## src/rtl/core/ffba_pkg.sv

```systemverilog
// shared types and constants for the first-fit block allocator
// no dependencies
`default_nettype none

package ffba_pkg;

    localparam int MAX_BLOCKS = 64;
    localparam int IDX_W      = (MAX_BLOCKS > 1) ? $clog2(MAX_BLOCKS) : 1;
    localparam int CNT_W      = $clog2(MAX_BLOCKS + 1);

    localparam logic [31:0] HEAP_LIMIT_RST  = 32'd1048576;
    localparam logic [7:0]  HEADER_BYTES_RST = 8'd24;

    typedef enum logic [1:0] {
        KIND_ALLOC   = 2'd0,
        KIND_RELEASE = 2'd1,
        KIND_REALLOC = 2'd2,
        KIND_NONE    = 2'd3
    } t_kind;

    typedef enum logic [2:0] {
        ST_OK   = 3'd0,
        ST_OOM  = 3'd1,
        ST_ZERO = 3'd2,
        ST_BAD  = 3'd3,
        ST_NULL = 3'd4
    } t_status;

    typedef enum logic [1:0] {
        CFG_HEAP_BASE    = 2'd0,
        CFG_HEAP_LIMIT   = 2'd1,
        CFG_HEADER_BYTES = 2'd2,
        CFG_UNUSED       = 2'd3
    } t_cfg_idx;

    typedef enum logic {
        MODE_FIT  = 1'b0,
        MODE_FIND = 1'b1
    } t_mode;

    typedef enum logic [1:0] {
        WR_NONE = 2'd0,
        WR_TAKE = 2'd1,
        WR_FREE = 2'd2,
        WR_NEW  = 2'd3
    } t_wr_op;

    typedef enum logic [2:0] {
        S_IDLE,
        S_START,
        S_SCAN_FIND,
        S_LAUNCH_FIT,
        S_SCAN_FIT,
        S_APPEND,
        S_FREE_OLD,
        S_DONE
    } t_state;

    typedef struct packed {
        logic [1:0]  kind;
        logic [31:0] size;
        logic [31:0] handle;
    } t_in_word;

    typedef struct packed {
        logic [31:0] address;
        logic [31:0] old_address;
        logic [31:0] copy_bytes;
        logic [2:0]  status;
    } t_out_word;

    typedef struct packed {
        t_mode       mode;
        logic [31:0] key;
    } t_query;

    // search token travelling down the chain with the first hit it met
    typedef struct packed {
        logic             tok;
        logic             found;
        logic             free;
        logic [IDX_W-1:0] idx;
        logic [31:0]      start;
        logic [31:0]      size;
    } t_probe;

    typedef struct packed {
        t_wr_op           op;
        logic [IDX_W-1:0] idx;
        logic [31:0]      start;
        logic [31:0]      size;
    } t_cell_wr;

endpackage

`default_nettype wire

```

## src/rtl/core/ffba_ctrl.sv

```systemverilog
// sequencer of the allocator: config registers, heap break, entry count,
// launches searches down the cell chain and writes back; uses ffba_pkg
`default_nettype none

module ffba_ctrl import ffba_pkg::*; (
    input  wire logic        i_clk,
    input  wire logic        i_rst_n,
    input  wire logic        i_valid,
    output logic             o_stall,
    input  wire t_in_word    i_in,
    output logic             o_valid,
    input  wire logic        i_stall,
    output t_out_word        o_out,
    input  wire logic        i_cfg_we,
    input  wire logic [1:0]  i_cfg_idx,
    input  wire logic [31:0] i_cfg_data,
    output t_query           o_query,
    output t_probe           o_launch,
    input  wire t_probe      i_result,
    output t_cell_wr         o_wr
);

    t_state           r_state, n_state;
    logic [31:0]      r_base, r_limit;
    logic [7:0]       r_hdr;
    logic [CNT_W-1:0] r_count, n_count;
    logic [31:0]      r_used, n_used;
    t_in_word         r_req, n_req;
    t_query           r_query, n_query;
    logic             r_move, n_move;
    logic [IDX_W-1:0] r_old_idx, n_old_idx;
    logic [31:0]      r_old_size, n_old_size;
    t_out_word        r_res, n_res;
    logic             r_ovld, n_ovld;
    t_out_word        r_oword, n_oword;
    logic             w_accept;
    logic             w_full;
    logic [33:0]      w_need;
    logic             w_oom;
    logic [31:0]      w_new_addr;

    assign w_accept   = i_valid && (r_state == S_IDLE);
    assign w_full     = (r_count >= CNT_W'(MAX_BLOCKS));
    assign w_need     = {2'b00, r_used} + {26'd0, r_hdr} + {2'b00, r_req.size};
    assign w_oom      = w_full || (w_need > {2'b00, r_limit});
    assign w_new_addr = r_base + r_used + {24'd0, r_hdr};

    always_comb begin
        n_state = r_state;
        case (r_state)
            S_IDLE: if (i_valid) n_state = S_START;
            S_START: begin
                case (t_kind'(r_req.kind))
                    KIND_ALLOC:   n_state = (r_req.size == '0) ? S_DONE : S_SCAN_FIT;
                    KIND_RELEASE: n_state = (r_req.handle == '0) ? S_DONE : S_SCAN_FIND;
                    KIND_REALLOC: begin
                        if (r_req.handle != '0) begin
                            n_state = S_SCAN_FIND;
                        end else begin
                            n_state = (r_req.size == '0) ? S_DONE : S_SCAN_FIT;
                        end
                    end
                    default: n_state = S_DONE;
                endcase
            end
            S_SCAN_FIND: begin
                if (i_result.tok) begin
                    if (!i_result.found || i_result.free ||
                        r_req.kind == KIND_RELEASE ||
                        i_result.size >= r_req.size) begin
                        n_state = S_DONE;
                    end else begin
                        n_state = S_LAUNCH_FIT;
                    end
                end
            end
            S_LAUNCH_FIT: n_state = S_SCAN_FIT;
            S_SCAN_FIT: begin
                if (i_result.tok) begin
                    if (!i_result.found) n_state = S_APPEND;
                    else n_state = r_move ? S_FREE_OLD : S_DONE;
                end
            end
            S_APPEND:   n_state = (!w_oom && r_move) ? S_FREE_OLD : S_DONE;
            S_FREE_OLD: n_state = S_DONE;
            S_DONE:     if (!r_ovld || !i_stall) n_state = S_IDLE;
            default:    n_state = S_IDLE;
        endcase
    end

    always_comb begin
        n_req      = r_req;
        n_query    = r_query;
        n_move     = r_move;
        n_old_idx  = r_old_idx;
        n_old_size = r_old_size;
        n_res      = r_res;
        n_count    = r_count;
        n_used     = r_used;
        n_ovld     = r_ovld && i_stall;
        n_oword    = r_oword;
        o_launch   = '0;
        o_wr       = '0;
        o_wr.op    = WR_NONE;
        case (r_state)
            S_IDLE: begin
                if (w_accept) begin
                    n_req  = i_in;
                    n_move = 1'b0;
                    n_res  = '0;
                    n_res.status = ST_NULL;
                    if ((i_in.kind == KIND_RELEASE || i_in.kind == KIND_REALLOC) &&
                        i_in.handle != '0) begin
                        n_query.mode = MODE_FIND;
                        n_query.key  = i_in.handle;
                    end else begin
                        n_query.mode = MODE_FIT;
                        n_query.key  = i_in.size;
                    end
                end
            end
            S_START: begin
                if (r_req.kind == KIND_ALLOC || r_req.kind == KIND_REALLOC) begin
                    if (r_req.kind == KIND_ALLOC || r_req.handle == '0) begin
                        if (r_req.size == '0) n_res.status = ST_ZERO;
                        else o_launch.tok = 1'b1;
                    end else begin
                        o_launch.tok = 1'b1;
                    end
                end else if (r_req.kind == KIND_RELEASE && r_req.handle != '0) begin
                    o_launch.tok = 1'b1;
                end
            end
            S_SCAN_FIND: begin
                if (i_result.tok) begin
                    if (!i_result.found || i_result.free) begin
                        n_res.status = ST_BAD;
                    end else if (r_req.kind == KIND_RELEASE) begin
                        o_wr.op      = WR_FREE;
                        o_wr.idx     = i_result.idx;
                        n_res.status = ST_OK;
                    end else if (i_result.size >= r_req.size) begin
                        n_res.address = r_req.handle;
                        n_res.status  = ST_OK;
                    end else begin
                        n_move       = 1'b1;
                        n_old_idx    = i_result.idx;
                        n_old_size   = i_result.size;
                        n_query.mode = MODE_FIT;
                        n_query.key  = r_req.size;
                    end
                end
            end
            S_LAUNCH_FIT: o_launch.tok = 1'b1;
            S_SCAN_FIT: begin
                if (i_result.tok && i_result.found) begin
                    o_wr.op       = WR_TAKE;
                    o_wr.idx      = i_result.idx;
                    n_res.address = i_result.start;
                    n_res.status  = ST_OK;
                end
            end
            S_APPEND: begin
                if (w_oom) begin
                    n_res.address = '0;
                    n_res.status  = ST_OOM;
                end else begin
                    o_wr.op       = WR_NEW;
                    o_wr.idx      = r_count[IDX_W-1:0];
                    o_wr.start    = w_new_addr;
                    o_wr.size     = r_req.size;
                    n_count       = r_count + 1'b1;
                    n_used        = w_need[31:0];
                    n_res.address = w_new_addr;
                    n_res.status  = ST_OK;
                end
            end
            S_FREE_OLD: begin
                o_wr.op           = WR_FREE;
                o_wr.idx          = r_old_idx;
                n_res.old_address = r_req.handle;
                n_res.copy_bytes  = r_old_size;
            end
            S_DONE: begin
                if (!r_ovld || !i_stall) begin
                    n_ovld  = 1'b1;
                    n_oword = r_res;
                end
            end
            default: ;
        endcase
    end

    always_ff @(posedge i_clk) begin
        if (!i_rst_n) begin
            r_state <= S_IDLE;
            r_base  <= '0;
            r_limit <= HEAP_LIMIT_RST;
            r_hdr   <= HEADER_BYTES_RST;
            r_count <= '0;
            r_used  <= '0;
            r_ovld  <= 1'b0;
        end else begin
            r_state <= n_state;
            r_count <= n_count;
            r_used  <= n_used;
            r_ovld  <= n_ovld;
            if (i_cfg_we) begin
                case (t_cfg_idx'(i_cfg_idx))
                    CFG_HEAP_BASE:    r_base  <= i_cfg_data;
                    CFG_HEAP_LIMIT:   r_limit <= i_cfg_data;
                    CFG_HEADER_BYTES: r_hdr   <= i_cfg_data[7:0];
                    default: ;
                endcase
            end
        end
    end

    always_ff @(posedge i_clk) begin
        r_req      <= n_req;
        r_query    <= n_query;
        r_move     <= n_move;
        r_old_idx  <= n_old_idx;
        r_old_size <= n_old_size;
        r_res      <= n_res;
        r_oword    <= n_oword;
    end

    assign o_stall = (r_state != S_IDLE);
    assign o_valid = r_ovld;
    assign o_out   = r_oword;
    assign o_query = r_query;

endmodule

`default_nettype wire

```

## config.mk

```make
export PLATFORM = sky130hd
export DESIGN_NAME = ffba_ctrl
export DESIGN_NICKNAME = d
export VERILOG_FILES = /design/src/rtl/core/ffba_pkg.sv /design/src/rtl/core/ffba_ctrl.sv
export SDC_FILE = /design/constraint.sdc
export NUM_CORES = 1
export LEC_CHECK = 0
export BUFFER_PORTS_ARGS = -buffer_cell sky130_fd_sc_hd__buf_2
export CAP_MARGIN = 10
export CORE_MARGIN = 4
export CORE_UTILIZATION = 56
export DETAILED_ROUTE_END_ITERATION = 10
export GPL_ROUTABILITY_DRIVEN = 0
export HOLD_SLACK_MARGIN = 0.06
export PLACE_DENSITY = 0.92
export SYNTH_ARGS = -nofsm -noshare
export SYNTH_HDL_FRONTEND = slang
export SYNTH_SLANG_ARGS = --single-unit
```

## constraint.sdc

```tcl
create_clock -name i_clk -period 9 [get_ports i_clk]
set_input_delay 1.35 -clock i_clk [delete_from_list [all_inputs] [get_ports i_clk]]
set_output_delay 1.35 -clock i_clk [all_outputs]
set_load 0.05 [all_outputs]
```

==> After elaboration in Yosys (flattened, before gate mapping) <==
Index checks and enable logic that the tools add are counted.
{ "totals": {"register_bits": 451, "in_bits": 178} }
{ "op_classes": {"n_mux": 59, "reduce_logical": 42, "order_cmp": 3, "n_eq_ne": 27, "add_sub_neg": 5, "bitwise": 4} }
{ "ops": {"columns": ["op", "n"], "rows": [
  ["$mux 33", 6],
  ["$mux 32", 6],
  ["$pmux 32 s4", 1],
  ["$pmux 64 s2", 1],
  ["$mux 99", 1],
  ["$mux 72", 1],
  ["$pmux 33 s2", 1],
  ["$logic_not 32->1", 2],
  ["$mux 64", 1],
  ["$reduce_bool 32->1", 2],
  ["$mux 3", 15],
  ["$add 33x32->34", 1],
  ["$gt 34x32->1", 1],
  ["$add 32x8->33", 1],
  ["$add 32x32->32", 1],
  ["$add 32x8->32", 1],
  ["$ge 32x32->1", 1],
  ["$pmux 8 s4", 1],
  ["$ne 2x2->1 const B", 13],
  ["$mux 8", 3],
  ["$pmux 3 s8", 1],
  ["$pmux 3 s5", 1],
  ["$mux 1", 14],
  ["$reduce_and 2->1", 7],
  ["other kinds (27)", 57]
]} }

==> Logic depth before layout (Yosys ltp) <==
Gate-level depths: netlist of run 1.
{ "depth": {"word_depth": 8, "ltp_mapped": 24, "mapped_depth_nobuf": 21} }

==> Least setup slack after synthesis of run 1 <==
OpenSTA, ideal clock, no wires.
{ "synth_path": {"path_kind": "register to output", "from": "register r_req[33] (netlist name)", "to": "output port o_wr[36] (netlist name)", "required_time_ns": 7.650, "path_slack_ns": 1.452, "n_path_buf": 1, "path_stages_with_launch": 21, "t_arrival_ns": 6.198, "cell_sequence": "edfxtp_1 > fa_1 > ha_1 > inv_1 > fa_1 > nand2b_1 > a21oi_1 > o21ai_1 > o211ai_1 > a31oi_1 > o21a_1 > o311ai_0 > ha_1 > a211oi_1 > o21ai_0 > a2111oi_0 > nor2_1 > nor3_2 > nand3_2 > buf_6 > nor4_1"} }
{ "synth_rtl": {"columns": ["element", "line", "text"], "rows": [
  ["from (decl)", "ffba_ctrl.sv:28", "t_in_word r_req, n_req;"],
  ["from (signal assigned)", "ffba_ctrl.sv:220", "r_req <= n_req;"],
  ["to (decl)", "ffba_ctrl.sv:20", "output t_cell_wr o_wr"]
]} }

==> summary.txt, run 1 <==
Timing
  • Slew @ Worst Pin: 1.20 ns
  • Skew final: 0.0252 ns
  • Setup tns final: 0 ns
  • RSZ-0062 raised after global routing: false
  • Tcrit/Tclk final: 95.8%
  • Tmin final: 8.62 ns
  • Final hold violation count: 0
  • PnR worst setup slack: 0.381 ns
  • Final setup viols: 0
  • Final Max Tran Viols: 0
  • FMAX: 116 MHz
  • Rel. slew slack: 20.1%

Placement
  • Post-DP Area: 25100 um^2
  • I/O Buffers: 384
  • Pre-CTS WS: 1.13 ns
  • DPL Wire Length: 57600 um

GRT
  • First-pass GRT wire length: 113000 um
  • Largest net degree at the start of global routing: 101
  • Vias in the first global route: 18700
  • Initial antenna violation count: 18
  • Gr usage total: 33.3%
  • GRT overflow: 0

Logic synthesis
  • Post-synthesis sequential element count: 451
  • Main flop type after synthesis: edfxtp_1
  • Avg Inst Size Synth: 11.0 um^2
  • Synth cell types: 70
  • Syn Std Cell Area: 23000 um^2
  • Top-area cell type share of the netlist area: 43.9%
  • Area leader, netlist: edfxtp_1
  • Post-synthesis async set-or-reset flop share: 0%
  • Top area cells in the synthesized netlist: edfxtp_1 (44%), dfxtp_1 (10%), ha_1 (9.5%), a21oi_1 (4.0%), nand2_1 (3.5%)
  • Ys Warns: 0
  • Number of synthesized flops with an enable pin: 336
  • Post-synthesis sequential area ratio: 53.9%
  • Cells after Synth: 2086

Job
  • Max_cap viols: 0

Die
  • Die Y: 211 um
  • Die W: 211 um
  • Num ports: 457
  • # rows: 73
  • Die area: 44400 um^2
  • Initial Utilization: 57.2%
  • Core area: 40200 um^2

Critical path
  • CP Capture Type: output pin
  • CP Class: reg -> out
  • Crit-path max FO: 39
  • CP arrival: 7.27 ns
  • CP Launch Type: flip-flop
  • R2R Setup Slk: 1.99 ns
  • Reg-to-Reg Start: r_req[33]
  • Worst Path Required: 7.65 ns
  • Worst R2R End: r_used[2]
  • Cell count of the worst reg-to-reg path: 21

Cells and area
  • Area growth, synth to finish: 15.8%
  • Share of layout cells above drive strength 1: 20.1%
  • Post-route cell area: 26600 um^2
  • Nets@finish: 2813
  • Final Util: 66.2%

Clock tree
  • Clk slew on worst S/H paths: 0.08 ns
  • CTS HTree Levels: 2
  • Clock tree buffer depth: 3
  • CTS tree: done
  • Clock root buffer master: clkbuf_16
  • Total CTS buffers: 43
  • Clk sink count: 451
  • Clock latency on the worst-skew pair: 0.57 ns

Power and ir drop
  • Peak supply drop: 0.186 mV
  • PwrDens: 260 nW/um^2
  • Leakage power: 11.1 nW
  • Total Power: 0.00692 W

Hold path
  • Hold path cells: 0
  • Hold Path Class: reg -> reg
  • Min-delay src: r_res[3]
  • Hold Path Sink: o_out[3]

Status
  • Status: finished clean

Routing
  • WL/cell: 25.9 um
  • Via count: 19500
  • DRT Pass-1 Iters: 6
  • DR iter-0 viols: 3188
  • Detail Route Antenna Nets: 0
  • WL final: 77900 um
  • Via density: 6.47
  • DR DRC count: 0
[placed cells by master (no fill, tap or decap), types with 42 or more instances in the layout]
master / instances
clkbuf_16: 45
nor2_1: 106
inv_1: 97
and2_1: 68
conb_1: 72
buf_2: 384
nand3_1: 50
edfxtp_1: 336
mux2i_1: 42
dfxtp_1: 115
a21oi_1: 181
ha_1: 174
o21ai_0: 127
nand2_1: 213
[routing by layer]
metal	routed length [um]	GRT usage, %	vias to the layer above	share of wire [%]
met3	10800	9.03	488	14
met4	7200	23.3	8	9.2
met2	33800	50.2	1822	43
met5	41	0	-	0.053
li1	-	-	8196	-
met1	26100	41.7	8979	33
[critical path, stage by stage, from the launching register on]
cell and delay, ns:
edfxtp_1 0.47, fa_1 0.52, ha_1 0.23, inv_1 0.07, fa_1 0.39, nand2b_1 0.18, a21oi_1 0.19, o21ai_1 0.17
o211ai_1 0.39, a31oi_1 0.29, o21a_1 0.27, o311ai_0 0.47, ha_1 0.36, a211oi_1 0.24, o21ai_0 0.17, a2111oi_0 0.38
nor2_1 0.10, nor3_2 0.25, nand3_2 0.32, buf_4 0.40, nor4_2 0.44, buf_2 0.37
[area by class of cell]
| class | count | area (um^2) |
|---|---|---|
| Clock buffer | 54 | 1190 |
| Timing Repair Buffer | 401 | 2060 |
| Fill cell | 2730 | 13600 |
| Antenna cell | 11 | 27.5 |
| Inverter | 98 | 368 |
| Sequential cell | 451 | 12400 |
| Tap cell | 525 | 657 |
| Multi-Input combinational cell | 1448 | 9690 |
| Clock inverter | 23 | 231 |
[synthesized netlist by cell type, drive strengths merged (5+ instances only)]
cell,number
xor2,15
nor4,31
nand4,21
nor2b,12
or2,5
nor2,108
fa,18
xnor2,37
o21bai,6
nor3,24
nand3,51
a221o,19
dfxtp,115
edfxtp,336
o211ai,14
and3,20
a22oi,15
inv,98
a21o,32
a31oi,8
o21ai,133
nand2b,17
a21oi,182
a211o,6
a22o,5
ha,174
o21a,13
o31ai,6
and4,5
and2,69
a211oi,15
mux2i,42
clkbuf,72
or3,7
nand2,214
buf,88
[cell families after synthesis]
family / share of synthesized area [%]
XOR/XNOR: 1.98
multiplexers: 1.88
buffers and inverters: 5.50
flip-flops: 53.9
other: 0.0163
AND/OR/NAND/NOR: 12.7
adder cells (fa/ha/maj): 11.0
AO/OA/AOI/OAI: 13.0
[power by group]
part           internal (W)  switching, W  total (W)  leakage (nW)
clock network       0.00106      0.000799    0.00186         0.702
logic              0.000517       0.00149    0.00200          6.34
registers           0.00279      0.000274    0.00306          4.09
[registers in the layout, indices dropped and copies added (netlist names), 8 cells and up]
register,count
r_req,66
o_query,33
o_out,99
r_old_size,32
r_used,32
r_hdr,8
r_limit,32
r_base,32
r_res,99
[what timing repair did]
action,CTS,global route
gates resized for setup,0,4
hold buffers,0,0
endpoints found under the setup margin,0,4
hold endpoints to repair,0,0
buffers inserted,0,0
[worst max-delay path by stage]
stage                          from       end  slack (ns)  cells after the start
after global routing      r_req[33]  o_wr[36]        0.04                     21
after CTS                 r_req[33]  o_wr[36]        0.44                     21
after floorplan           r_req[33]  o_wr[36]        1.45                     20
after detailed placement  r_req[33]  o_wr[36]        1.13                     21
final                     r_req[33]  o_wr[36]        0.38                     21
after global placement    r_req[33]  o_wr[45]        1.45                     22
[stage by stage]
step                instances  hold slack [ns]
floorplan                2157            0.400
global placement         2922            0.402
global route             3010            0.423
detailed placement       2922            0.405
CTS                      2999            0.419
finish                   3011            0.419
Note: power is estimated with default switching activity, not from simulation.
==> run 2: changes to the inputs <==
Settings changed: ABC_AREA from default to 1.
==> run 2 against run 1 <==
  * The flow now finishes with violations (design-rule violations)
  * Core utilization is 0.99 points lower
  * Register-to-register slack better by 0.80 ns
  * Combinational power is 15% higher
  * Sequential power hardly changed
  * Synthesized cell count is 23% higher
  * Power is 4.1% higher
  * Routed wire length is 0.64% lower
  * Final cell count is 17% higher
  * Hold slack worse by 0.0047 ns
  * Worst setup slack better by 0.47 ns
  * Critical path depth is 5 higher
  * Critical endpoint is now o_wr[45]
  * Largest power group unchanged
==> summary.txt, run 2 <==
Die
  • Initial Utilization: 56.5% (-0.66 points)
  • # rows: 75 (+2.7%)
  • Die W: 214 um (+1.5%)
  • Die area: 45700 um^2 (+3.1%)
  • Core area: 41900 um^2 (+4.4%)
  • Num ports: 457 (unchanged)
  • Die Y: 214 um (+1.5%)

Cells and area
  • Most common cell after layout, fill and taps aside: nand2_1
  • Fillers: 3073 (+13%)
  • Most frequent cells in the layout: nand2_1 (479), buf_2 (384), nor2_1 (381), edfxtp_1 (336), inv_1 (318)
  • Nets@finish: 3307 (+18%)
  • Area growth, synth to finish: 15.4%
  • Share of layout cells above drive strength 1: 17.3% (-2.8 points)

Logic synthesis
  • Ys Warns: 0 (unchanged)
  • Post-synthesis sequential element count: 451 (unchanged)
  • Post-synthesis async set-or-reset flop share: 0% (unchanged)
  • Main flop type after synthesis: edfxtp_1
  • Cells after Synth: 2561 (+23%)
  • Number of synthesized flops with an enable pin: 336 (unchanged)
  • Avg Inst Size Synth: 9.26 um^2 (-16%)
  • Commonest cells post-synth: nand2_1 (479), nor2_1 (384), edfxtp_1 (336), inv_1 (320), ha_1 (174)
  • Top-area cell type share of the netlist area: 42.5% (-1.4 points)
  • Area leader, netlist: edfxtp_1
  • Synth cell types: 45 (-36%)
  • Top area cells in the synthesized netlist: edfxtp_1 (43%), dfxtp_1 (9.7%), ha_1 (9.2%), nand2_1 (7.6%), nor2_1 (6.1%)
  • Most common cell in the netlist: nand2_1
  • Syn Std Cell Area: 23700 um^2 (+3.2%)
  • Post-synthesis sequential area ratio: 52.3% (-1.7 points)

Power and ir drop
  • Total Power: 0.00720 W (+4.1%)
  • PwrDens: 263 nW/um^2 (+1.2%)
  • Peak supply drop: 0.212 mV (+14%)
  • Leakage power: 13.0 nW (+17%)

Clock tree
  • Clk sink count: 451 (unchanged)
  • CTS HTree Levels: 2 (unchanged)
  • CTS tree: done
  • Cts hold-fix bufs: 0 (unchanged)
  • Total CTS buffers: 44 (+2.3%)
  • Clock tree buffer depth: 3 (unchanged)
  • Clock latency on the worst-skew pair: 0.57 ns (about the same)
  • Post_cts resized: 0 (unchanged)
  • Post-CTS setup buffer count: 0 (unchanged)
  • Clk slew on worst S/H paths: 0.07 ns (about the same)
  • Clock root buffer master: clkbuf_16

Routing
  • WL final: 77400 um (-0.64%)
  • DR iter-0 viols: 3125 (-2.0%)
  • DR DRC count: 1 (+1)
  • Via density: 5.89 (-9.0%)
  • Via count: 20800 (+6.5%)
  • Detail Route Antenna Nets: 0 (unchanged)
  • WL/cell: 22.0 um (-15%)
  • DRT Pass-1 Iters: 11 (+5)

Placement
  • DPL Wire Length: 58200 um (+1.0%)
  • I/O Buffers: 384 (unchanged)

Critical path
  • Reg-to-Reg Start: r_req[33]
  • CP Launch Type: flip-flop
  • Slowest stage cell, crit path: nor2_1
  • Crit-path max FO: 56 (+44%)
  • Worst setup path startpoint: r_req[33]
  • Worst Path Required: 7.65 ns (about the same)
  • CP arrival: 6.80 ns (-0.47 ns)
  • Crit-path max cell delay: 0.77 ns (+0.25 ns)
  • R2R Setup Slk: 2.79 ns (+0.80 ns)
  • Cell count of the worst reg-to-reg path: 26 (+24%)
  • CP Class: reg -> out
  • Worst Setup EP: o_wr[45]
  • Worst R2R End: r_res[80]
  • Cell mode on critical path: nand2_1
  • CP Capture Type: output pin

Timing
  • Final Max Tran Viols: 0 (unchanged)
  • Skew final: 0.0237 ns (-0.00149 ns)
  • Rel. slew slack: 22.0% (+1.9 points)
  • Tmin final: 8.15 ns (-0.470 ns)
  • RSZ-0062 raised after global routing: false
  • Setup tns final: 0 ns (unchanged)
  • Final hold violation count: 0 (unchanged)
  • Slew @ Worst Pin: 1.17 ns (-0.0316 ns)
  • Final setup viols: 0 (unchanged)
  • FMAX: 123 MHz (+5.8%)
  • Tcrit/Tclk final: 90.5% (-5.2 points)

Status
  • Failing checks: design-rule violations
  • Status: finished, violations left

GRT
  • Vias in the first global route: 19200 (+2.4%)
  • First-pass GRT wire length: 112000 um (-1.1%)
  • Initial antenna violation count: 16 (-2)
  • Gr usage total: 32.1% (-1.1 points)
  • Largest net degree at the start of global routing: 74 (-27%)
  • GRT overflow: 0 (unchanged)

Job
  • Max_cap viols: 0 (unchanged)

Hold path
  • Hold Path Class: reg -> reg
run 2: changes by cell type after synthesis, moves of 18 or more:
cell / before / now
nand2_1: 214 / 479
clkbuf_1: 72 / 50
and3_1: 20 / 0
and2_1: 69 / 0
nand3_1: 50 / 77
a21oi_1: 182 / 136
a21o_1: 32 / 14
mux2i_1: 42 / 0
a31oi_1: 8 / 44
inv_1: 97 / 320
a221o_1: 19 / 0
nor2_1: 108 / 384
run 2: critical path, delay by kind of cell, from the launching register on:
kind	cells	cell delay, ns
adders and majority gates	4	1.40
AOI/OAI and AO/OA	3	0.71
xor gates and xnor gates	1	0.16
buffers and inverters	4	0.65
DFF	1	0.43
and+or+nand+nor	14	2.82
run 2: logic make-up after synthesis:
family                   Yosys count  share of synthesized area [%]
AND/OR/NAND/NOR                 1048                           18.2
adder cells (fa/ha/maj)          192                           10.7
flip-flops                       451                           52.3
buffers and inverters            466                           8.69
AO/OA/AOI/OAI                    348                           8.15
other                              1                         0.0158
XOR/XNOR                          55                           2.03
run 2: worst min-delay path by stage:
stage | cells after the start | end | from | slack [ns]
finish | 0 | o_out[9] | r_res[9] | 0.41
global route | 0 | o_out[54] | r_res[54] | 0.42
CTS | 0 | o_out[9] | r_res[9] | 0.41
detailed placement | 0 | o_out[14] | r_res[14] | 0.40
global placement | 0 | o_out[83] | r_res[83] | 0.40
floorplan | 0 | o_out[0] | r_res[0] | 0.40
run 2: report_power, final:
group          switching [W]  leakage, nW  internal [W]  total [W]
Clock               0.000806        0.685       0.00101    0.00182
Sequential          0.000219         4.11       0.00285    0.00307
Combinational        0.00176         8.21      0.000551    0.00231
Total                0.00279         13.0       0.00442    0.00720
run 2: final cells by class:
cell class | count | area [um^2] | share of cell area [%]
inverter | 325 | 1220 | 4.46
clock buffer | 58 | 1210 | 4.44
multi-input combinational | 1715 | 9600 | 35.1
clock inverter | 21 | 183 | 0.668
sequential | 451 | 12400 | 45.3
tap | 539 | 674 | 2.46
antenna | 13 | 32.5 | 0.119
timing repair buffer | 400 | 2050 | 7.48
run 2: per-stage QoR:
step | area, um^2 | hold WS [ns] | setup WS (ns) | std cells | util (%)
after floorplan | 24000 | 0.400 | 2.38 | 2632 | -
after global placement | 25900 | 0.401 | 1.78 | 3429 | 61.8
after detailed placement | 25900 | 0.405 | 1.59 | 3429 | 61.8
after CTS | 27300 | 0.414 | 0.983 | 3508 | 65.1
after global routing | 27400 | 0.417 | 0.495 | 3518 | 65.2
final | 27400 | 0.414 | 0.851 | 3522 | 65.2
run 2: routing by layer:
layer | vias up | track usage, % | wire length (um)
met5 | - | 0 | 58
met4 | 8 | 16.8 | 5260
met3 | 401 | 8.53 | 10700
met2 | 1734 | 51.2 | 34600
met1 | 9439 | 40.5 | 26700
li1 | 9169 | - | -
