===== config.mk =====
export PLATFORM = sky130hd
export DESIGN_NAME = ffba_cell
export DESIGN_NICKNAME = d
export VERILOG_FILES = /design/src/rtl/core/ffba_pkg.sv /design/src/rtl/core/ffba_cell.sv
export SDC_FILE = /design/constraint.sdc
export NUM_CORES = 1
export LEC_CHECK = 0
export ABC_AREA = 1
export BUFFER_PORTS_ARGS = -buffer_cell sky130_fd_sc_hd__clkbuf_2
export CAP_MARGIN = 15
export CORE_ASPECT_RATIO = 2
export CORE_MARGIN = 1
export CORE_UTILIZATION = 45
export CTS_BUF_LIST = sky130_fd_sc_hd__clkbuf_16
export DETAILED_ROUTE_END_ITERATION = 7
export PLACE_DENSITY = 0.8
export SETUP_SLACK_MARGIN = 0.2
export SLEW_MARGIN = 20
export SYNTH_ARGS = -nofsm -noshare
export SYNTH_HDL_FRONTEND = slang
export SYNTH_SLANG_ARGS = --single-unit
export TNS_END_PERCENT = 5

===== constraint.sdc =====
create_clock -name i_clk -period 3.25 [get_ports i_clk]
set_input_delay 0.4875 -clock i_clk [delete_from_list [all_inputs] [get_ports i_clk]]
set_output_delay 0.4875 -clock i_clk [all_outputs]
set_load 0.03 [all_outputs]

===== src/rtl/core/ffba_pkg.sv =====
// shared types and constants for the first-fit block allocator
// no dependencies
`default_nettype none

package ffba_pkg;

    localparam int MAX_BLOCKS = 64;
    localparam int IDX_W      = (MAX_BLOCKS > 1) ? $clog2(MAX_BLOCKS) : 1;
    localparam int CNT_W      = $clog2(MAX_BLOCKS + 1);

    localparam logic [31:0] HEAP_LIMIT_RST  = 32'd1048576;
    localparam logic [7:0]  HEADER_BYTES_RST = 8'd24;

    typedef enum logic [1:0] {
        KIND_ALLOC   = 2'd0,
        KIND_RELEASE = 2'd1,
        KIND_REALLOC = 2'd2,
        KIND_NONE    = 2'd3
    } t_kind;

    typedef enum logic [2:0] {
        ST_OK   = 3'd0,
        ST_OOM  = 3'd1,
        ST_ZERO = 3'd2,
        ST_BAD  = 3'd3,
        ST_NULL = 3'd4
    } t_status;

    typedef enum logic [1:0] {
        CFG_HEAP_BASE    = 2'd0,
        CFG_HEAP_LIMIT   = 2'd1,
        CFG_HEADER_BYTES = 2'd2,
        CFG_UNUSED       = 2'd3
    } t_cfg_idx;

    typedef enum logic {
        MODE_FIT  = 1'b0,
        MODE_FIND = 1'b1
    } t_mode;

    typedef enum logic [1:0] {
        WR_NONE = 2'd0,
        WR_TAKE = 2'd1,
        WR_FREE = 2'd2,
        WR_NEW  = 2'd3
    } t_wr_op;

    typedef enum logic [2:0] {
        S_IDLE,
        S_START,
        S_SCAN_FIND,
        S_LAUNCH_FIT,
        S_SCAN_FIT,
        S_APPEND,
        S_FREE_OLD,
        S_DONE
    } t_state;

    typedef struct packed {
        logic [1:0]  kind;
        logic [31:0] size;
        logic [31:0] handle;
    } t_in_word;

    typedef struct packed {
        logic [31:0] address;
        logic [31:0] old_address;
        logic [31:0] copy_bytes;
        logic [2:0]  status;
    } t_out_word;

    typedef struct packed {
        t_mode       mode;
        logic [31:0] key;
    } t_query;

    // search token travelling down the chain with the first hit it met
    typedef struct packed {
        logic             tok;
        logic             found;
        logic             free;
        logic [IDX_W-1:0] idx;
        logic [31:0]      start;
        logic [31:0]      size;
    } t_probe;

    typedef struct packed {
        t_wr_op           op;
        logic [IDX_W-1:0] idx;
        logic [31:0]      start;
        logic [31:0]      size;
    } t_cell_wr;

endpackage

`default_nettype wire


===== src/rtl/core/ffba_cell.sv =====
// one table entry of the allocator chain: holds start, size, free mark
// and passes the search token to its neighbor; uses ffba_pkg
`default_nettype none

module ffba_cell import ffba_pkg::*; (
    input  wire logic             i_clk,
    input  wire logic             i_rst_n,
    input  wire logic [IDX_W-1:0] i_idx,
    input  wire t_query           i_query,
    input  wire t_cell_wr         i_wr,
    input  wire t_probe           i_probe,
    output t_probe                o_probe
);

    logic        r_valid;
    logic        r_free;
    logic [31:0] r_start;
    logic [31:0] r_size;
    t_probe      r_probe;
    t_probe      n_probe;
    logic        w_match;
    logic        w_sel;

    assign w_sel = (i_wr.op != WR_NONE) && (i_wr.idx == i_idx);

    always_comb begin
        if (i_query.mode == MODE_FIT) begin
            w_match = r_valid && r_free && (r_size >= i_query.key);
        end else begin
            w_match = r_valid && (r_start == i_query.key);
        end
    end

    // first hit wins, later cells only forward
    always_comb begin
        n_probe = i_probe;
        if (i_probe.tok && !i_probe.found && w_match) begin
            n_probe.found = 1'b1;
            n_probe.free  = r_free;
            n_probe.idx   = i_idx;
            n_probe.start = r_start;
            n_probe.size  = r_size;
        end
    end

    always_ff @(posedge i_clk) begin
        if (!i_rst_n) begin
            r_probe <= '0;
            r_valid <= 1'b0;
        end else begin
            r_probe <= n_probe;
            if (w_sel && i_wr.op == WR_NEW) begin
                r_valid <= 1'b1;
            end
        end
    end

    always_ff @(posedge i_clk) begin
        if (w_sel) begin
            case (i_wr.op)
                WR_TAKE: r_free <= 1'b0;
                WR_FREE: r_free <= 1'b1;
                WR_NEW: begin
                    r_free  <= 1'b0;
                    r_start <= i_wr.start;
                    r_size  <= i_wr.size;
                end
                default: ;
            endcase
        end
    end

    assign o_probe = r_probe;

endmodule

`default_nettype wire


# Yosys cells after proc, flatten, opt, wreduce, memory -nomap -nowiden
# Cells that the tools add are included.
[op_classes] n_lt_le_gt_ge=1 eq_ne=5 mux=3 reduce_logical=13
[ops] operator="two-way mux 72 bit" count=1
[ops] operator="equality test 32 bit" count=1
[ops] operator=">= comparator 32 bit" count=1
[ops] operator="logical AND 1 bit" count=7
[ops] operator="equality test 6 bit" count=1
[ops] operator="equality test 2 bit, second input constant" count=2
[ops] operator="AND reduction 2 bit" count=2
[ops] operator="nonzero test 2 bit" count=2
[ops] operator="equality test 2 x 1 -> 1 bit, second input constant" count=1
[ops] operator="case mux 1 bit (2 select lines)" count=1
[ops] operator="OR reduction 2 bit" count=1
[ops] operator="logical NOT 1 bit" count=1
[ops] operator="two-way mux 1 bit" count=1
[totals] reg_bits=139 in_bits=186 output_inout_bits=73

# Logic depth before layout (Yosys ltp)
# Gate-level depths: netlist of the first run.
[logic_depth] ltp_word=5 depth_mapped=19 mapped_depth_nobuf=18

# Least setup slack after synthesis of the first run
# No wires, ideal clock.
[synth_timing] path_type="in2reg" from="input i_idx[3]" to="register r_size[0], enable pin" setup_time_ns=0.418 arrival_time_ns=2.443 required_ns=2.832 path_slack_ns=0.389 cell_stages=8 path_buffers=0 path_cell_list="inv_1 > nand2_1 > o21ai_0 > a2111oi_0 > nand2_1 > inv_1 > nand3_1 > inv_1"
[synth_via] elab_chain_len=3
[synth_rtl] item="start: declaration" line="ffba_cell.sv:8" text="input wire logic [IDX_W-1:0] i_idx,"
[synth_rtl] item="equality test 6 bit" line="ffba_cell.sv:24" text="assign w_sel = (i_wr.op != WR_NONE) && (i_wr.idx == i_idx);"
[synth_rtl] item="logical AND 1 bit" line="ffba_cell.sv:24"
[synth_rtl] item="AND reduction 2 bit (no line)"
[synth_rtl] item="end signal: assignment" line="ffba_cell.sv:66" text="r_size <= i_wr.size;"
[synth_rtl] item="end: declaration" line="ffba_cell.sv:18" text="logic [31:0] r_size;"
# No other way between the ends.
# A chain may end at the register's enable or synchronous reset.

# Final worst setup path of the first run
[layout_timing] from="register r_size[7]" to="register r_probe, in the netlist o_probe[17]"
[layout_via] elab_chain_len=5
[layout_rtl] item=">= comparator 32 bit" line="ffba_cell.sv:28" text="w_match = r_valid && r_free && (r_size >= i_query.key);"
[layout_rtl] item="logical AND 1 bit" line="ffba_cell.sv:28"
[layout_rtl] item="two-way mux 1 bit" line="ffba_cell.sv:27" text="if (i_query.mode == MODE_FIT) begin"
[layout_rtl] item="logical AND 1 bit" line="ffba_cell.sv:37" text="if (i_probe.tok && !i_probe.found && w_match) begin"
[layout_rtl] item="two-way mux 72 bit" line="ffba_cell.sv:37"
[layout_rtl] item="end signal: assignment" line="ffba_cell.sv:51" text="r_probe <= n_probe;"
[layout_rtl] item="end: declaration" line="ffba_cell.sv:19" text="t_probe r_probe;"
# No other way between the ends.

==> reports/qor.yml, run 1 <==
internal-power_mw: 3.25
die_w_um: 87.1
yosysWarnings: 0
yosysSeqAreaShare_pct: 52.6
cts_resized: 0
hold_class: "input port to flop"
final.setup.tns_ps: 0
ys_types: 22
period_needed_ps: 2440
drt_wl_total_um: 18200
vias: 6084
cp_data_arrival_time_ps: 2750
fin_cells: 1249
cpMostUsedCell: "nand2_1"
cp_cell_sequence: "ha_1 > nand2_1 > inv_1 > nand2_1 > nor2_1 > nor2_1 > nand2_1 > nand2_1 > nand2_1 > nand2_1 > nand2_1 > nand2_1 > nand2_4 > buf_12 > nand3_1 > nand2_1 > nor2_1"
io-pin-count: 259
p_leak_nw: 4.49
synth-edff-count: 65
drive_gt1_share_pct: 28.7
place_congestion: 0.950
synth_top_cell_by_area: "edfxtp_1"
fin_nets: 1264
synthArstFlopShare_pct: 0
antenna_found_initial: 2
tightest_slew_ps: 750
final_antenna_net_count: 0
fmax_ghz: 0.410
dp_hpwl_um: 13900
grt_max_degree: 84
synth_seq_cells: 139
startpoint_type: "flop"
synthFlopType: "dfxtp_1"
cts_setup_buffers: 0
rsz0062_at_grt: "false"
holdBufCountCts: 0
crit_fanout: 42
drtIter0Drc: 294
fill_cells: 1316
grt.total_usage_pct: 25.1
p_seq_share_pct: 43.7
skew_ps: 8.94
clkSinkCount: 139
syn_area_per_cell_um2: 8.16
cts_tree: "built"
first_global_vias: 5920
yosysTopAreaCellShare_pct: 29.9
slowest_delay_ps: 420
synth_most_common_cell: "nand2_1"
cts_max_level: 4
cp_top_family: "simple AND/OR/NAND/NOR gates"
slew_headroom_pct: 50.0
clk_latency_ps: 420
clockPowerShare_pct: 43.6
p_per_area_nw_per_um2: 507
netSwitchingPower_mw: 1.13
post-place-ws_ps: 571
cp_num_buf_inv: 2
drc: 0
area_delta_synth_final_pct: 32.3
outcome: "finished, final reports clean"
dpl.cell_count: 1216
setup_violations: 0
cts_root_buffer: "clkbuf_16"
critPathKind: "flop to flop"
dr.pass1.iters: 5
cp_slowest_cell: "edfxtp_1"
vias_per_cell: 4.87
synth_area_leaders: "edfxtp_1 30%, dfxtp_1 23%, nand2_1 10%"
synth_area_um2: 6520
critPathRequiredTime_ps: 3560
hold_viol: 0
crit_path_end_kind: "flop"
maxCapViolations: 0
pwr-share-comb_pct: 12.7
drv_slew: 0
peakVddDrop_uv: 360
die_h_um: 172
clk_pin_slew_worst_paths_ps: 60
cts_made_buffers: 17
design.die.area_um2: 15000
fin_ws_ps: 811
synth_common_cells: "178 x nand2_1, 117 x inv_1, 94 x nor2_1, 90 x a21oi_1"
port_buffers: 258
period_share_pct: 75.1
grt_first_pass_wirelength_um: 27900
postSynthCellCount: 799
core_area_um2: 14000
grt-ovfl-total: 0
syn_nets: 1017
cts_buffer_depth: 2
switching_share_pct: 25.7
wl_per_cell_um: 14.6
initial_core_util_pct: 46.4
num_rows: 61
-- layout by cell type (no fill, tap or decap), drive strengths merged --
cell	netlist	routed
diode	0	1
edfxtp	65	65
clkinv	0	6
nand3	74	74
ha	32	32
nor4	1	1
o22ai	1	1
o21a	2	2
dfxtp	74	74
a21oi	91	91
bufinv	0	1
nand4	13	13
inv	121	126
o21ai	8	8
clkbuf	14	277
clkinvlp	0	1
nor3	1	1
xor2	5	5
a2111oi	1	1
nand2	178	178
nor2	94	94
buf	24	8
-- cells by family after synthesis --
kind of cell	synth area share [%]
simple gates	22.8
buf+inv	9.55
compound gates	8.23
xor+xnor	0.671
fa+ha+maj	6.14
flops	52.6
-- sequential cells by signal, summed over array words and instances (netlist names) --
| register | count |
|---|---|
| r_start | 32 |
| r_size | 32 |
| r_free | 1 |
| r_valid | 1 |
| o_probe | 73 |
-- worst reg2reg max path, stage by stage, from the launching register on --
cell and delay (ps):
edfxtp_1 420, ha_1 310, nand2_1 60, inv_1 80
nand2_1 70, nor2_1 110, nor2_1 50, nand2_1 90
nand2_1 60, nand2_1 60, nand2_1 40, nand2_1 50
nand2_1 80, nand2_4 330, buf_12 260, nand3_1 140
nand2_1 80, nor2_1 40
-- worst paths after layout --
| check | startpoint | to | slack [ps] | depth (start not counted) |
|---|---|---|---|---|
| max | r_size[7] | o_probe[17] | 810 | 17 |
| min | i_wr[24] | r_size[24] | 240 | 1 |
| max reg2reg | r_size[7] | o_probe[17] | 810 | 17 |
| min reg2reg | r_valid | r_valid | 490 | 2 |
-- layer usage --
layer | global-route usage (%) | wire length, um
met1 | 23.9 | 6060
met2 | 45.7 | 9950
met3 | 5.54 | 954
met4 | 19.0 | 1200
met5 | 0 | 13
-- cell type report --
cell class	count	area, um2	area share (%)
Clock inverter	13	114	1.32
Inverter	121	454	5.26
Clock buffer	19	475	5.51
Multi-Input combinational cell	501	2470	28.7
Antenna cell	1	2.50	0.0290
Tap cell	189	236	2.74
Timing Repair Buffer	266	1440	16.7
Sequential cell	139	3430	39.8
-- power groups by stage --
stage	sequential [mW]	combinational (mW)	clock, mW
finish	1.91	0.554	1.91
floorplan	2.06	0.204	0
global placement	1.95	0.545	0
detailed placement	1.95	0.555	0
CTS	1.91	0.559	1.94
global route	1.92	0.613	2.00
-- stage by stage --
step	power [mW]	util, %	hold slack (ps)	instance area (um2)
finish	4.37	61.4	238	8630
global route	4.53	61.4	228	8630
CTS	4.40	61.4	225	8620
detailed placement	2.50	57.2	482	8040
global placement	2.49	57.2	482	8040
floorplan	2.27	-	448	6520
Power figures use the tool's default switching activity.
==> run 2: changes to the inputs <==
--- a/config.mk
+++ b/config.mk
@@ -5,7 +5,7 @@
 export SDC_FILE = /design/constraint.sdc
 export NUM_CORES = 1
 export LEC_CHECK = 0
-export ABC_AREA = 1
+export ABC_AREA = 0
 export BUFFER_PORTS_ARGS = -buffer_cell sky130_fd_sc_hd__clkbuf_2
 export CAP_MARGIN = 15
 export CORE_ASPECT_RATIO = 2
@@ -13,7 +13,7 @@
 export CORE_UTILIZATION = 45
 export CTS_BUF_LIST = sky130_fd_sc_hd__clkbuf_16
 export DETAILED_ROUTE_END_ITERATION = 7
-export PLACE_DENSITY = 0.8
+export PLACE_DENSITY = 0.78
 export SETUP_SLACK_MARGIN = 0.2
 export SLEW_MARGIN = 20
 export SYNTH_ARGS = -nofsm -noshare
==> constraint.sdc (replaced) <==
create_clock -name i_clk -period 2.5 [get_ports i_clk]
set_input_delay 0.375 -clock i_clk [delete_from_list [all_inputs] [get_ports i_clk]]
set_output_delay 0.375 -clock i_clk [all_outputs]
set_load 0.03 [all_outputs]
==> run 2 against run 1 <==
Against the previous run: first-iteration DRC count grew 43%; worst hold slack lost 120 ps; clock skew grew 4.8 ps; worst setup slack lost 890 ps; via count grew 18%; combinational power grew 79%; critical path depth shrank 8; design area grew 24%; non-clock buffer count grew 58; synthesized cell count shrank 6.3%; sequential share of layout area shrank 7.6 points; the run now ends with negative setup slack left.
==> reports/qor.yml, run 2 <==
port_buffers: 258  # unchanged
drv_slew: 0  # unchanged
skew_ps: 13.7  # +4.78 ps
cp_data_arrival_time_ps: 2930  # +180 ps
r2r-start: "r_size[31]"
synthFlopType: "dfxtp_1"
grt-ovfl-total: 0  # unchanged
peakVddDrop_uv: 451  # +26%
synth_top_cell_by_area: "edfxtp_1"
synth_most_common_cell: "inv_1"
place_area_um2: 9300  # +16%
die_w_um: 93.8  # +7.7%
grt.total_usage_pct: 29.2  # +4.1 points
core_area_um2: 16400  # +16%
syn_nets: 967  # -4.9%
final_common_cell: "clkbuf_2"
hold_viol: 0  # unchanged
synth_seq_cells: 139  # unchanged
drt_wl_total_um: 26100  # +43%
area_delta_synth_final_pct: 40.6
final_antenna_net_count: 0  # unchanged
synth-edff-count: 65  # unchanged
slowest_delay_ps: 530  # +110 ps
num_rows: 66  # +8.2%
tightest_slew_ps: 843  # +92.8 ps
drtIter0Drc: 421  # +43%
grt_first_pass_wirelength_um: 37200  # +33%
clkSinkCount: 139  # unchanged
p_per_area_nw_per_um2: 564  # +11%
outcome: "finished with violations"
critPathRequiredTime_ps: 2850  # -710 ps
crit_fanout: 11  # -74%
cp-startpoint: "r_size[31]"
yosysTopAreaCellShare_pct: 25.7  # -4.2 points
slew_headroom_pct: 43.8  # -6.2 points
p_leak_nw: 4.90  # +9.0%
drive_gt1_share_pct: 46.1  # +17 points
fmax_ghz: 0.388  # -5.4%
dr.pass1.iters: 5  # unchanged
clk_pin_slew_worst_paths_ps: 70  # about the same
yosysWarnings: 0  # unchanged
cp_num_buf_inv: 2  # unchanged
vias_per_cell: 5.74  # +18%
dp_hpwl_um: 18300  # +31%
synthArstFlopShare_pct: 0  # unchanged
rsz0062_at_grt: "true"
synth_area_leaders: "edfxtp_1 26%, dfxtp_1 20%, o211ai_2 8.2%"
period_share_pct: 103  # +28 points
fin_nets: 1246  # -1.4%
cts_root_buffer: "clkbuf_16"
first_global_vias: 6854  # +16%
synth_area_um2: 7580  # +16%
cts_max_level: 4  # unchanged
cp_cell_sequence: "ha_4 > nand4_1 > nor4_4 > a221oi_2 > a31oi_4 > buf_12 > clkbuf_16 > or4_4 > o211ai_2"
drc: 0  # unchanged
syn_area_per_cell_um2: 10.1  # +24%
cp_top_family: "simple AND/OR/NAND/NOR gates"
cp_slowest_cell: "or4_4"
postSynthCellCount: 749  # -6.3%
hold_class: "input port to flop"
design.die.area_um2: 17400  # +16%
setup_violations: 59  # +59
cts_made_buffers: 17  # unchanged
ys_types: 44  # +100%
largest_register_ffs: 73  # unchanged
cts_tree: "built"
fin_worst_hold_slack_ps: 120  # -118 ps
initial_core_util_pct: 46.4  # -0.056 points
synth_common_cells: "86 x inv_1, 84 x nand2_1, 74 x dfxtp_1, 74 x o211ai_1, 71 x or4_1"
startpoint_type: "flop"
die_h_um: 186  # +7.7%
clk_latency_ps: 430  # about the same
cts_buffer_depth: 2  # unchanged
wl_per_cell_um: 20.9  # +44%
final.setup.tns_ps: -1900  # -1900 ps
fin_cells: 1246  # -0.24%
dpl.cell_count: 1191  # -2.1%
final_cell_mix: "257 x clkbuf_2, 90 x inv_1, 83 x nand2_1"
grt_max_degree: 145  # +73%
post-route-util_pct: 65.2  # +3.8 points
post-route-cell-area_um2: 10700  # +24%
antenna_found_initial: 1  # -1
place_congestion: 0.916  # -3.6%
period_needed_ps: 2580  # +140 ps
yosysSeqAreaShare_pct: 45.3  # -7.4 points
min_from: "i_wr[35]"
vias: 7152  # +18%
maxCapViolations: 0  # unchanged
io-pin-count: 259  # unchanged
critPathKind: "flop to flop"
crit_path_end_kind: "flop"
fin_ws_ps: -79.7  # -890 ps
violations: "negative setup slack"
-- run 2: changes by cell type after synthesis, moves of 50 or more --
cell and change:
nand3_1 -52, o211ai_2 +50, a21oi_1 -77, nand2_1 -94
nor2_1 -87, or4_1 +71, o211ai_1 +74
-- run 2: cells by family (layout without fill, tap and decap cells) --
| family | Yosys count | in the layout | synth area share, % |
|---|---|---|---|
| compound gates | 170 | 170 | 20.4 |
| xor+xnor | 38 | 38 | 4.39 |
| fa+ha+maj | 32 | 32 | 5.28 |
| buf+inv | 151 | 443 | 8.10 |
| flops | 139 | 139 | 45.3 |
| other cells | 0 | 1 | 0 |
| simple gates | 219 | 219 | 16.5 |
-- run 2: report_power, final --
| part | switching, mW | internal [mW] |
|---|---|---|
| logic | 0.575 | 0.417 |
| clock network | 0.964 | 1.54 |
| registers | 0.0403 | 2.48 |
| total | 1.58 | 4.43 |
-- run 2: through the flow --
stage / total power, mW / setup slack (ps)
global placement: 3.47 / -140
detailed placement: 3.49 / -180
finish: 6.01 / -79.7
floorplan: 3.09 / 177
CTS: 5.99 / -54.5
global route: 6.20 / -145
-- run 2: layout make-up --
type                    count  area (um2)
flip-flops and latches    139        3430
multi-input cells         459        3930
inverters                  87         327
diodes                      1        2.50
fillers                  1328        5690
well taps                 204         255
clock inverters            15         145
repair buffers            324        2150
clock buffers              17         425
-- run 2: worst register-to-register path: cells and delay by family (launching register included) --
kind	cells	cell delay, ps
adder cells (fa/ha/maj)	1	290
flip-flops	1	500
buffers and inverters	2	370
AND/OR/NAND/NOR	3	770
AO/OA/AOI/OAI	3	570
-- run 2: path summary, 6_finish.rpt --
kind	endpoint	slack, ps	cells past startpoint
max	o_probe[31]	-80	9
min	r_start[3]	120	1
max reg2reg	o_probe[31]	-80	9
min reg2reg	r_valid	550	1
-- run 2: layer usage --
metal / track usage (%) / wire length (um) / share of wire (%) / up-vias
li1: - / - / - / 3358
met2: 53.5 / 14300 / 55 / 312
met4: 15.5 / 1270 / 4.9 / 0
met5: 0 / 0 / 0 / -
met1: 31.4 / 9140 / 35 / 3404
met3: 4.53 / 1380 / 5.3 / 78
-- run 2: timing repair --
action,4_1_cts,5_1_grt
hold buffers,0,0
setup buffers,8,6
gates cloned,3,5
pin swaps,26,56
endpoints found under the setup margin,72,72
gates resized for setup,59,39
==> run 3: changes to the inputs <==
--- a/config.mk
+++ b/config.mk
@@ -15,6 +15,7 @@
 export DETAILED_ROUTE_END_ITERATION = 7
 export PLACE_DENSITY = 0.78
 export SETUP_SLACK_MARGIN = 0.2
+export SKIP_CTS_REPAIR_TIMING = 1
 export SLEW_MARGIN = 20
 export SYNTH_ARGS = -nofsm -noshare
 export SYNTH_HDL_FRONTEND = slang
==> constraint.sdc (replaced) <==
create_clock -name i_clk -period 3.1 [get_ports i_clk]
set_input_delay 0.465 -clock i_clk [delete_from_list [all_inputs] [get_ports i_clk]]
set_output_delay 0.465 -clock i_clk [all_outputs]
set_load 0.03 [all_outputs]
==> run 3 against run 2 <==
Against the previous run: the run now ends clean; first-iteration DRC count decreased by 13%; cell count down 4.3%; critical endpoint is now o_probe[4]; sequential share of layout area up 3.1 points; core utilization down 5.7 points; global-route usage shrank 1.5 points; design area decreased by 8.7%; worst setup slack improved by 500 ps.
==> reports/qor.yml, run 3 (same netlist as run 2, synthesis figures left out) <==
io-pin-count: 259  # unchanged
crit_path_end: "o_probe[4]"
num_rows: 66  # unchanged
post-route-cell-area_um2: 9730  # -8.7%
rsz0062_at_grt: "false"
grt.total_usage_pct: 27.6  # -1.5 points
power_mw: 5.11  # -15%
core_area_um2: 16400  # unchanged
drv_slew: 0  # unchanged
dp_hpwl_um: 17600  # -3.6%
cp_slowest_cell: "edfxtp_1"
antenna_found_initial: 0  # -1
critPathKind: "flop to flop"
dpl.cell_count: 1160  # -2.6%
r2r-start: "r_size[31]"
drtIter0Drc: 367  # -13%
period_needed_ps: 2680  # +95.6 ps
cp_data_arrival_time_ps: 3010  # +80 ps
fin_cells: 1192  # -4.3%
fin_ws_ps: 425  # +504 ps
cts_max_level: 4  # unchanged
vias: 6840  # -4.4%
cts_buffer_depth: 2  # unchanged
port_buffers: 258  # unchanged
cp_top_family: "simple AND/OR/NAND/NOR gates"
cp_cell_sequence: "ha_1 > nand4_1 > nor4_2 > nand2_1 > a31oi_4 > buf_12 > o31ai_4 > buf_12 > o211ai_1"
fmax_ghz: 0.374  # -3.6%
fin_worst_hold_slack_ps: 213  # +92.7 ps
first_global_vias: 6705  # -2.2%
ff2ff_path_depth: 9  # unchanged
hold_class: "input port to flop"
maxCapViolations: 0  # unchanged
final_antenna_net_count: 0  # unchanged
design.die.area_um2: 17400  # unchanged
place_congestion: 0.890  # -2.8%
critPathRequiredTime_ps: 3440  # +590 ps
drc: 0  # unchanged
wl_per_cell_um: 20.0  # -4.2%
fin_nets: 1193  # -4.3%
fill_cells: 1415  # +6.6%
place_area_um2: 9050  # -2.6%
crit_path_end_kind: "flop"
cts_made_buffers: 17  # unchanged
area_delta_synth_final_pct: 28.3
final_cell_mix: "257 x clkbuf_2, 87 x inv_1, 84 x nand2_1"
cts_root_buffer: "clkbuf_16"
largest_register_ffs: 73  # unchanged
wl_met1_um: 8500  # -7.0%
multi_input_area_um2: 3550  # -9.7%
grt_first_pass_wirelength_um: 35300  # -4.9%
met3_wirelength_um: 1280  # -7.5%
grt-ovfl-total: 0  # unchanged
outcome: "finished, final reports clean"
post-place-ws_ps: 219  # +399 ps
slowest_delay_ps: 470  # -60 ps
clk_pin_slew_worst_paths_ps: 60  # about the same
skew_ps: 11.4  # -2.31 ps
tightest_slew_ps: 833  # -9.35 ps
cts_tree: "built"
seq_area_um2: 3430  # unchanged
met2_wirelength_um: 12700  # -11%
post-route-util_pct: 59.5  # -5.7 points
drt_wl_total_um: 23900  # -8.3%
p_per_area_nw_per_um2: 525  # -6.9%
top_layer: "met4"
die_h_um: 186  # unchanged
antenna_cells: 0  # -1
drive_gt1_share_pct: 36.6  # -9.5 points
period_share_pct: 86.3  # -17 points
clk_latency_ps: 430  # about the same
dr.pass1.iters: 5  # unchanged
p_leak_nw: 4.49  # -8.2%
setup_violations: 0  # -100%
cpMostUsedCell: "buf_12"
r2r-end: "o_probe[4]"
die_w_um: 93.8  # unchanged
peakVddDrop_uv: 379  # -16%
final_common_cell: "clkbuf_2"
final.setup.tns_ps: 0  # +1900 ps
crit_fanout: 60  # +49
grt_max_degree: 145  # unchanged
cp_num_buf_inv: 2  # unchanged
vias_per_cell: 5.74  # about the same
hold_viol: 0  # unchanged
clkSinkCount: 139  # unchanged
cp-startpoint: "r_size[31]"
startpoint_type: "flop"
regToRegSetupSlack_ps: 420  # +500 ps
slew_headroom_pct: 44.4  # +0.62 points
worst-path-stages: 9  # unchanged
initial_core_util_pct: 46.4  # unchanged
run 3: area by class of cell:
class	count	area share, %
tap	204	2.62
multi-input combinational	459	36.4
clock buffer	17	4.37
clock inverter	15	2.60
inverter	87	3.36
timing repair buffer	271	15.3
sequential	139	35.3
run 3: where the power goes:
part	internal, mW	switching [mW]	leakage [nW]	total (mW)
combinational	0.272	0.440	2.95	0.713
sequential	2.00	0.0310	1.21	2.03
clock	1.58	0.786	0.333	2.36
run 3: worst min-delay path by stage:
| stage | from | endpoint | depth (start not counted) |
|---|---|---|---|
| 2_1_floorplan | r_valid | r_valid | 1 |
| 3_3_place_gp | r_valid | r_valid | 1 |
| 3_5_place_dp | r_valid | r_valid | 1 |
| 4_1_cts | i_wr[22] | r_size[22] | 1 |
| 5_1_grt | i_wr[24] | r_size[24] | 1 |
| 6_report | i_wr[22] | r_size[22] | 1 |
run 3: worst reg2reg max path, delay by kind of cell, from the launching register on:
kind / cells / cell delay [ps]
AND/OR/NAND/NOR: 3 / 740
adder cells (fa/ha/maj): 1 / 370
flip-flops: 1 / 470
buffers and inverters: 2 / 510
AO/OA/AOI/OAI: 3 / 510
run 3: metal layers:
metal / GRT usage [%] / vias up
met5: 0 / -
met2: 49.8 / 307
met4: 17.4 / 0
met1: 29.0 / 3208
met3: 4.86 / 77
li1: - / 3248
